## src/dssf_pkg.sv

```systemverilog
package dssf_pkg;

  localparam int unsigned QUEUE_DEPTH = 2;

  localparam logic [15:0] DIV10_MUL   = 16'hCCCD;
  localparam int unsigned DIV10_SHIFT = 19;

  localparam logic [7:0] SEG_POINT = 8'h7F;
  localparam logic [7:0] SEG_BLANK = 8'hFF;

  localparam logic [1:0] POS_TENS      = 2'd1;
  localparam logic [1:0] POS_HUNDREDS  = 2'd2;
  localparam logic [1:0] POS_THOUSANDS = 2'd3;

  typedef struct packed {
    logic [3:0][3:0] digit;
    logic [1:0]      pt_pos;
    logic            pt_zero;
  } dssf_entry_t;

  function automatic logic [7:0] seg_code(input logic [3:0] d);
    logic [7:0] s;
    unique case (d)
      4'd0:    s = 8'hC0;
      4'd1:    s = 8'hF9;
      4'd2:    s = 8'hA4;
      4'd3:    s = 8'hB0;
      4'd4:    s = 8'h99;
      4'd5:    s = 8'h92;
      4'd6:    s = 8'h82;
      4'd7:    s = 8'hF8;
      4'd8:    s = 8'h80;
      4'd9:    s = 8'h90;
      default: s = SEG_BLANK;
    endcase
    return s;
  endfunction

endpackage

```

## src/dssf_front.sv

```systemverilog
module dssf_front
  import dssf_pkg::*;
(
  input  logic        clk_i,
  input  logic        rst_ni,
  input  logic        in_valid_i,
  output logic        in_ready_o,
  input  logic [15:0] millivolts_i,
  output logic        push_valid_o,
  input  logic        push_ready_i,
  output dssf_entry_t push_entry_o
);

  logic            busy_q, busy_d;
  logic [1:0]      cnt_q, cnt_d;
  logic [15:0]     rest_q, rest_d;
  logic [3:0][3:0] digit_q, digit_d;
  logic [1:0]      pos_q, pos_d;
  logic            zero_q, zero_d;

  logic [31:0] prod;
  logic [12:0] quo;
  logic [15:0] times10;
  logic [3:0]  rem;
  logic        done;
  logic        accept;

  assign prod    = {16'h0000, rest_q} * {16'h0000, DIV10_MUL};
  assign quo     = prod[31:DIV10_SHIFT];
  assign times10 = {quo, 3'b000} + {2'b00, quo, 1'b0};
  assign rem     = rest_q[3:0] - times10[3:0];

  assign done         = busy_q && (cnt_q == 2'd3);
  assign push_valid_o = done;
  assign in_ready_o   = !busy_q || (done && push_ready_i);
  assign accept       = in_valid_i && in_ready_o;

  always_comb begin
    push_entry_o         = '0;
    push_entry_o.digit   = digit_q;
    push_entry_o.digit[3] = rem;
    push_entry_o.pt_pos  = pos_q;
    push_entry_o.pt_zero = zero_q;
  end

  always_comb begin
    busy_d  = busy_q;
    cnt_d   = cnt_q;
    rest_d  = rest_q;
    digit_d = digit_q;
    pos_d   = pos_q;
    zero_d  = zero_q;
    if (busy_q && !done) begin
      digit_d[cnt_q] = rem;
      rest_d         = {3'b000, quo};
      cnt_d          = cnt_q + 2'd1;
    end
    if (done && push_ready_i) begin
      busy_d = 1'b0;
    end
    if (accept) begin
      busy_d = 1'b1;
      cnt_d  = 2'd0;
      rest_d = millivolts_i;
      if (millivolts_i < 16'd10) begin
        pos_d  = POS_TENS;
        zero_d = 1'b1;
      end else if (millivolts_i < 16'd100) begin
        pos_d  = POS_HUNDREDS;
        zero_d = 1'b1;
      end else if (millivolts_i < 16'd1000) begin
        pos_d  = POS_THOUSANDS;
        zero_d = 1'b1;
      end else begin
        pos_d  = POS_THOUSANDS;
        zero_d = 1'b0;
      end
    end
  end

  always_ff @(posedge clk_i or negedge rst_ni) begin
    if (!rst_ni) begin
      busy_q <= 1'b0;
      cnt_q  <= 2'd0;
    end else begin
      busy_q <= busy_d;
      cnt_q  <= cnt_d;
    end
  end

  always_ff @(posedge clk_i) begin
    rest_q  <= rest_d;
    digit_q <= digit_d;
    pos_q   <= pos_d;
    zero_q  <= zero_d;
  end

endmodule

```

## src/dssf_queue.sv

```systemverilog
module dssf_queue
  import dssf_pkg::*;
#(
  parameter int unsigned Depth = QUEUE_DEPTH
) (
  input  logic        clk_i,
  input  logic        rst_ni,
  input  logic        push_valid_i,
  output logic        push_ready_o,
  input  dssf_entry_t push_entry_i,
  output logic        head_valid_o,
  input  logic        pop_i,
  output dssf_entry_t head_entry_o
);

  localparam int unsigned PtrW = (Depth > 1) ? $clog2(Depth) : 1;
  localparam int unsigned CntW = $clog2(Depth + 1);

  dssf_entry_t         mem_q [Depth];
  logic [PtrW-1:0]     wr_ptr_q, rd_ptr_q;
  logic [CntW-1:0]     count_q;
  logic                push, pop;

  assign push_ready_o = (count_q != CntW'(Depth));
  assign head_valid_o = (count_q != '0);
  assign head_entry_o = mem_q[rd_ptr_q];
  assign push         = push_valid_i && push_ready_o;
  assign pop          = pop_i && head_valid_o;

  always_ff @(posedge clk_i) begin
    if (push) begin
      mem_q[wr_ptr_q] <= push_entry_i;
    end
  end

  always_ff @(posedge clk_i or negedge rst_ni) begin
    if (!rst_ni) begin
      wr_ptr_q <= '0;
      rd_ptr_q <= '0;
      count_q  <= '0;
    end else begin
      if (push) begin
        wr_ptr_q <= (wr_ptr_q == PtrW'(Depth - 1)) ? '0 : wr_ptr_q + 1'b1;
      end
      if (pop) begin
        rd_ptr_q <= (rd_ptr_q == PtrW'(Depth - 1)) ? '0 : rd_ptr_q + 1'b1;
      end
      if (push && !pop) begin
        count_q <= count_q + 1'b1;
      end else if (pop && !push) begin
        count_q <= count_q - 1'b1;
      end
    end
  end

endmodule

```

## src/dssf_back.sv

```systemverilog
module dssf_back
  import dssf_pkg::*;
(
  input  logic        clk_i,
  input  logic        rst_ni,
  input  logic        head_valid_i,
  input  dssf_entry_t head_entry_i,
  output logic        pop_o,
  output logic        out_valid_o,
  input  logic        out_ready_i,
  output logic [1:0]  position_o,
  output logic [3:0]  enable_n_o,
  output logic [7:0]  segments_n_o,
  output logic        last_o
);

  logic [2:0] step_q;
  logic       valid_q;
  logic [1:0] pos_q;
  logic [3:0] en_q;
  logic [7:0] seg_q;
  logic       last_q;

  logic [2:0] pt_frames;
  logic [2:0] dstep;
  logic [1:0] dpos;
  logic [3:0] blank;
  logic [1:0] f_pos;
  logic [7:0] f_seg;
  logic       f_last;
  logic       advance;

  assign pt_frames = head_entry_i.pt_zero ? 3'd2 : 3'd1;
  assign dstep     = step_q - pt_frames;
  assign dpos      = dstep[1:0];

  assign blank[3] = (head_entry_i.digit[3] == 4'd0);
  assign blank[2] = blank[3] && (head_entry_i.digit[2] == 4'd0);
  assign blank[1] = blank[2] && (head_entry_i.digit[1] == 4'd0);
  assign blank[0] = 1'b0;

  always_comb begin
    f_last = 1'b0;
    if (step_q == 3'd0) begin
      f_pos = head_entry_i.pt_pos;
      f_seg = SEG_POINT;
    end else if (head_entry_i.pt_zero && step_q == 3'd1) begin
      f_pos = head_entry_i.pt_pos;
      f_seg = seg_code(4'd0);
    end else begin
      f_pos  = dpos;
      f_seg  = blank[dpos] ? SEG_BLANK : seg_code(head_entry_i.digit[dpos]);
      f_last = (dpos == 2'd3);
    end
  end

  assign advance = head_valid_i && (!valid_q || out_ready_i);
  assign pop_o   = advance && f_last;

  always_ff @(posedge clk_i or negedge rst_ni) begin
    if (!rst_ni) begin
      step_q  <= 3'd0;
      valid_q <= 1'b0;
    end else begin
      if (advance) begin
        valid_q <= 1'b1;
        step_q  <= f_last ? 3'd0 : step_q + 3'd1;
      end else if (out_ready_i) begin
        valid_q <= 1'b0;
      end
    end
  end

  always_ff @(posedge clk_i) begin
    if (advance) begin
      pos_q  <= f_pos;
      en_q   <= ~(4'b1000 >> f_pos);
      seg_q  <= f_seg;
      last_q <= f_last;
    end
  end

  assign out_valid_o  = valid_q;
  assign position_o   = pos_q;
  assign enable_n_o   = en_q;
  assign segments_n_o = seg_q;
  assign last_o       = last_q;

endmodule

```

## src/decimal_seven_segment_frames_unit.sv

```systemverilog
// Channel   Dir  Handshake                    Payload
// s_axis    in   s_axis_tvalid/s_axis_tready  tdata[15:0] millivolts
// m_axis    out  m_axis_tvalid/m_axis_tready  tdata position, enable_n, segments_n; tlast
//
// A reading is converted in the front, one decimal digit per cycle through a
// reciprocal multiply, and shown as five or six frames in the back, one per cycle
// while m_axis_tready is high; the back frame sequencer limits the sustained rate.
// With the pipeline empty, a reading passes the front, the queue and the back's output
// register to its first frame. Reset clears handshake and control state only. Either
// side stalls on its own: the entry queue absorbs up to QueueDepth converted readings.
module decimal_seven_segment_frames_unit
  import dssf_pkg::*;
#(
  parameter int unsigned QueueDepth = QUEUE_DEPTH
) (
  input  logic        clk_i,
  input  logic        rst_ni,
  input  logic        s_axis_tvalid,
  output logic        s_axis_tready,
  input  logic [15:0] s_axis_tdata,   // [15:0] millivolts
  output logic        m_axis_tvalid,
  input  logic        m_axis_tready,
  output logic [15:0] m_axis_tdata,   // [1:0] position, [5:2] enable_n, [13:6] segments_n
  output logic        m_axis_tlast
);

  dssf_entry_t push_entry, head_entry;
  logic        push_valid, push_ready;
  logic        head_valid, pop;
  logic [1:0]  position;
  logic [3:0]  enable_n;
  logic [7:0]  segments_n;

  dssf_front u_front (
    .clk_i        (clk_i),
    .rst_ni       (rst_ni),
    .in_valid_i   (s_axis_tvalid),
    .in_ready_o   (s_axis_tready),
    .millivolts_i (s_axis_tdata),
    .push_valid_o (push_valid),
    .push_ready_i (push_ready),
    .push_entry_o (push_entry)
  );

  dssf_queue #(
    .Depth (QueueDepth)
  ) u_queue (
    .clk_i        (clk_i),
    .rst_ni       (rst_ni),
    .push_valid_i (push_valid),
    .push_ready_o (push_ready),
    .push_entry_i (push_entry),
    .head_valid_o (head_valid),
    .pop_i        (pop),
    .head_entry_o (head_entry)
  );

  dssf_back u_back (
    .clk_i        (clk_i),
    .rst_ni       (rst_ni),
    .head_valid_i (head_valid),
    .head_entry_i (head_entry),
    .pop_o        (pop),
    .out_valid_o  (m_axis_tvalid),
    .out_ready_i  (m_axis_tready),
    .position_o   (position),
    .enable_n_o   (enable_n),
    .segments_n_o (segments_n),
    .last_o       (m_axis_tlast)
  );

  assign m_axis_tdata = {2'b00, segments_n, enable_n, position};

  a_last_on_thousands: assert property (@(posedge clk_i) disable iff (!rst_ni)
    m_axis_tvalid && m_axis_tlast |-> position == POS_THOUSANDS)
    else $error("last frame not on thousands position");

  a_enable_matches_pos: assert property (@(posedge clk_i) disable iff (!rst_ni)
    m_axis_tvalid |-> enable_n == ~(4'b1000 >> position))
    else $error("digit enable does not match position");

  a_front_busy_after_accept: assert property (@(posedge clk_i) disable iff (!rst_ni)
    s_axis_tvalid && s_axis_tready |=> !s_axis_tready)
    else $error("front accepted a reading while converting");

endmodule
```

## config.mk

```make
export PLATFORM = sky130hd
export DESIGN_NAME = decimal_seven_segment_frames_unit
export DESIGN_NICKNAME = d
export VERILOG_FILES = /design/src/dssf_pkg.sv /design/src/dssf_front.sv /design/src/dssf_queue.sv /design/src/dssf_back.sv /design/src/decimal_seven_segment_frames_unit.sv
export SDC_FILE = /design/constraint.sdc
export NUM_CORES = 1
export LEC_CHECK = 0
export ABC_AREA = 0
export BUFFER_PORTS_ARGS = -buffer_cell sky130_fd_sc_hd__buf_2
export CORE_MARGIN = 4
export CORE_UTILIZATION = 55
export DETAILED_ROUTE_END_ITERATION = 7
export GPL_TIMING_DRIVEN = 0
export PLACE_DENSITY = 0.75
export SKIP_CTS_REPAIR_TIMING = 1
export SYNTH_ARGS = -nofsm -noshare
export SYNTH_HDL_FRONTEND = slang
export SYNTH_HIERARCHICAL = 1
export SYNTH_SLANG_ARGS = --single-unit
```

## constraint.sdc

```tcl
create_clock -name clk_i -period 5.2 [get_ports clk_i]
set_input_delay 0.78 -clock clk_i [delete_from_list [all_inputs] [get_ports clk_i]]
set_output_delay 0.78 -clock clk_i [all_outputs]
set_load 0.05 [all_outputs]
```

==> Flow_metrics.wiki <==
{| class="wikitable"
! Metric !! Value
|-
| Dominant synthesized flop cell || sky130_fd_sc_hd__edfxtp_1
|-
| Element type at the critical path start || flop
|-
| Full die area || 18300 sq um
|-
| Longest Clk Path Bufs || 2
|-
| Wire per inst || 17.4 um
|-
| Buffers and inverters on the worst path || 3
|-
| Synth Register Bits || 95
|-
| Final cycle utilization of the critical path || 112%
|-
| Post-Route Skew || 7.93 ps
|-
| Post-synthesis cell type count || 66
|-
| Clock transition time at the flip-flop clock pins of the worst setup and hold paths || 70 ps
|-
| Number of enable flip-flop cells after synthesis || 84
|-
| Non-filler instance count after layout || 1093
|-
| Max-slew violation count || 0
|-
| Clock network latency to the later pin of the worst-skew pair || 340 ps
|-
| I/O pin total || 39
|-
| Largest incremental delay on the critical path || 560 ps
|-
| Final count of negative-setup-slack endpoints || 27
|-
| Number of cells produced by synthesis || 785
|-
| Outcome || finished, violations left
|-
| Weighted congestion reported at the end of routability-driven placement || 0.968
|-
| HPWL reported at the end of detailed placement || 15500 um
|-
| CTS root buf || sky130_fd_sc_hd__clkbuf_16
|-
| Combined area of all synthesized cells || 8930 sq um
|-
| Hold violation total from the final report || 0
|-
| Chip Height || 135 um
|-
| Share of the synthesized area in the top cell type || 28.3%
|-
| GRT Overall Usage || 21.6%
|-
| Proportion of synthesized flip-flops having asynchronous set or reset || 11.6%
|-
| Number of remaining DRC errors || 0
|-
| Global routing met2 resource utilization || 34.7%
|-
| Layout Area Growth over Synthesis || 16.1%
|-
| 1st-iter DRT viols || 330
|-
| Count of clock tree sinks || 95
|-
| Class of the worst hold path || input pin to asynchronous set/reset pin
|-
| Relative max-transition margin || 37.6%
|-
| Unrepaired setup endpoints after global routing || true
|-
| Number of cells on the worst reg-to-reg path || 15
|-
| Standard-cell rows || 46
|-
| Cell depth of the worst setup path || 15
|-
| Smallest setup slack after layout || -607 ps
|-
| Count of vias placed by the detailed router || 5859
|-
| Crit path from || u_front/rest_q[3]
|-
| Crit path required time || 5270 ps
|-
| Warnings from Yosys || 6
|-
| Global route hottest layer || met2
|-
| First-pass DRT Iterations || 4
|-
| N_diodes || 0
|-
| Minimum period implied by the final worst setup slack || 5810 ps
|-
| Met3 routing resource usage after global routing || 4.75%
|-
| Critical path, cell by cell || ha_2, inv_1, fa_1, inv_1, fa_1, fa_1, fa_1, fa_1, ha_4, nand4_1, buf_4, o31ai_4, a21boi_2, xnor2_2, xnor3_2
|-
| Clock buffers created by TritonCTS || 9
|-
| Fraction of layout cells with a size suffix above 1 || 21.8%
|-
| Average vias per placed instance || 5.36
|-
| Inst Count DP || 1039
|-
| Share of the yosys chip area belonging to registers || 31.3%
|-
| Standard cell with the maximum stage delay on the critical path || sky130_fd_sc_hd__fa_1
|-
| Initial antenna violation count || 0
|-
| Wire length of the first global-routing pass || 30400 um
|-
| Pin count of the biggest net entering global routing || 20
|-
| Violations in the final reports || negative setup slack
|-
| Average footprint of a synthesized cell || 11.4 sq um
|-
| Main area contributors after synthesis || sky130_fd_sc_hd__edfxtp_1 28%, sky130_fd_sc_hd__ha_1 21%, sky130_fd_sc_hd__fa_1 18%
|-
| TritonCTS clock tree || done
|-
| Starting density of the core || 56.2%
|-
| Most common cell type on the critical path || sky130_fd_sc_hd__fa_1
|-
| Port buffer count || 36
|-
| Highest Clock Rate || 172 MHz
|-
| H-tree depth reported by CTS || 3
|-
| Arrival time at the worst endpoint || 5880 ps
|-
| Critical R2R Launch || u_front/rest_q[3]
|-
| Biggest area consumer among synthesized cells || sky130_fd_sc_hd__edfxtp_1
|-
| Transition time at the pin with the least slew margin || 936 ps
|-
| Core area || 15900 sq um
|-
| Final wirelength || 19100 um
|-
| Max-cap violations || 0
|-
| Maximum fanout count along the critical path || 6
|-
| Critical Setup Path Class || flop to flop
|-
| Number of nets in the layout || 1120
|-
| Leftover overflow at the end of global routing || 0
|-
| Via count of the first global-routing pass || 5985
|-
| Met1 Use GR || 29.7%
|-
| Crit-path leading delay family || adder cells
|-
| Endpoint type of the worst setup path || flop
|-
| Die boundary width || 135 um
|-
| Antenna viol nets, final || 0
|}
==> area by class of cell <==
| type | instances | area, sq um |
|---|---|---|
| well taps | 216 | 270 |
| multi-input cells | 503 | 5770 |
| fillers | 1170 | 5520 |
| clock inverters | 7 | 77.6 |
| clock buffers | 9 | 225 |
| flip-flops and latches | 95 | 2800 |
| repair buffers | 75 | 484 |
| inverters | 178 | 668 |
| plain buffers | 10 | 67.6 |
==> worst register-to-register path, cell delays in order (launching register included) <==
cell	delay (ps)
sky130_fd_sc_hd__edfxtp_1	540
sky130_fd_sc_hd__ha_2	410
sky130_fd_sc_hd__inv_1	80
sky130_fd_sc_hd__fa_1	540
sky130_fd_sc_hd__inv_1	60
sky130_fd_sc_hd__fa_1	550
sky130_fd_sc_hd__fa_1	440
sky130_fd_sc_hd__fa_1	570
sky130_fd_sc_hd__fa_1	460
sky130_fd_sc_hd__ha_4	310
sky130_fd_sc_hd__nand4_1	210
sky130_fd_sc_hd__buf_4	220
sky130_fd_sc_hd__o31ai_4	250
sky130_fd_sc_hd__a21boi_2	110
sky130_fd_sc_hd__xnor2_2	270
sky130_fd_sc_hd__xnor3_2	530
==> final timing paths <==
check | endpoint | slack [ps]
max | u_front/push_entry_o[6] | -610
min | u_queue/wr_ptr_q | 320
max reg2reg | u_front/push_entry_o[6] | -610
max in group asynchronous | u_queue/rd_ptr_q | 4630
min reg2reg | u_queue/mem_q[0][6] | 440
min in group clk_i | u_queue/mem_q[0][6] | 440
==> Yosys cell counts (4+ instances only) <==
| master | number |
|---|---|
| sky130_fd_sc_hd__a21o_1 | 13 |
| sky130_fd_sc_hd__a21oi_1 | 27 |
| sky130_fd_sc_hd__and2_1 | 7 |
| sky130_fd_sc_hd__and3_1 | 5 |
| sky130_fd_sc_hd__dfrtp_1 | 11 |
| sky130_fd_sc_hd__edfxtp_1 | 84 |
| sky130_fd_sc_hd__fa_1 | 80 |
| sky130_fd_sc_hd__ha_1 | 148 |
| sky130_fd_sc_hd__inv_1 | 178 |
| sky130_fd_sc_hd__mux2_2 | 21 |
| sky130_fd_sc_hd__nand2_1 | 34 |
| sky130_fd_sc_hd__nand2b_1 | 9 |
| sky130_fd_sc_hd__nand3_1 | 6 |
| sky130_fd_sc_hd__nand4_1 | 5 |
| sky130_fd_sc_hd__nor2_1 | 27 |
| sky130_fd_sc_hd__nor3_1 | 11 |
| sky130_fd_sc_hd__o21ai_0 | 10 |
| sky130_fd_sc_hd__o31ai_1 | 9 |
| sky130_fd_sc_hd__or4_1 | 4 |
| sky130_fd_sc_hd__xnor2_1 | 14 |
| sky130_fd_sc_hd__xor2_1 | 12 |
==> metal layers <==
layer	routed length [um]	vias up
met4	342	0
li1	-	2825
met1	8400	2856
met5	0	-
met2	9120	152
met3	1190	26
==> flip-flops by register name, summed over array words and instances (netlist names) <==
name                  cells
u_queue/mem_q            38
u_front/rest_q           16
u_front/push_entry_o     12
u_back/segments_n_o       8
u_back/enable_n_o         4
u_back/step_q             3
u_back/position_o         2
u_front/cnt_q             2
u_front/pos_q             2
u_queue/count_q           2
u_back/last_o             1
u_back/out_valid_o        1
u_front/busy_q            1
u_front/zero_q            1
u_queue/rd_ptr_q          1
u_queue/wr_ptr_q          1
==> layout by cell type (no fill, tap or decap), drive strengths merged, types with 2 or more instances in the layout <==
master / instances
inv: 181
ha: 148
edfxtp: 84
buf: 83
fa: 80
nand2: 35
nor2: 27
a21oi: 27
mux2: 21
xnor2: 14
a21o: 13
o21ai: 13
xor2: 12
nor3: 11
dfrtp: 11
clkbuf: 11
nand2b: 10
o31ai: 9
and2: 7
nand3: 6
and3: 5
nand4: 5
or4: 4
a211oi: 4
o22ai: 4
nor4: 3
clkinv: 3
mux4: 3
or2: 3
o21a: 3
a21boi: 3
conb: 2
or3: 2
o211a: 2
a211o: 2
a2111oi: 2
a221oi: 2
xnor3: 2
a31o: 2
o221a: 2
==> cell families (layout without fill, tap and decap cells) <==
family | count (synthesis) | count (layout) | share of synthesized area, %
other | 1 | 2 | 0.0420
muxes | 24 | 24 | 3.45
buffers and inverters | 188 | 279 | 8.24
and+or+nand+nor | 122 | 122 | 6.91
xor gates and xnor gates | 28 | 28 | 3.06
adders and majority gates | 228 | 228 | 38.7
AOI/OAI and AO/OA | 99 | 99 | 8.27
DFF | 95 | 95 | 31.3
==> stage by stage <==
stage               util, %  hold slack (ps)  setup WS, ps  TNS [ps]  instance area (sq um)
floorplan                 -              421         -86.0      -430                   9070
global placement       59.9              422          -918    -17720                   9520
detailed placement     60.0              429          -945    -19150                   9540
CTS                    61.9              313          -959    -19770                   9840
global route           65.2              318          -734    -16230                  10400
finish                 65.2              325          -607    -12250                  10400
Power is not shown: default switching activity piles up to over one toggle a cycle in this logic, so the estimate is an artifact.
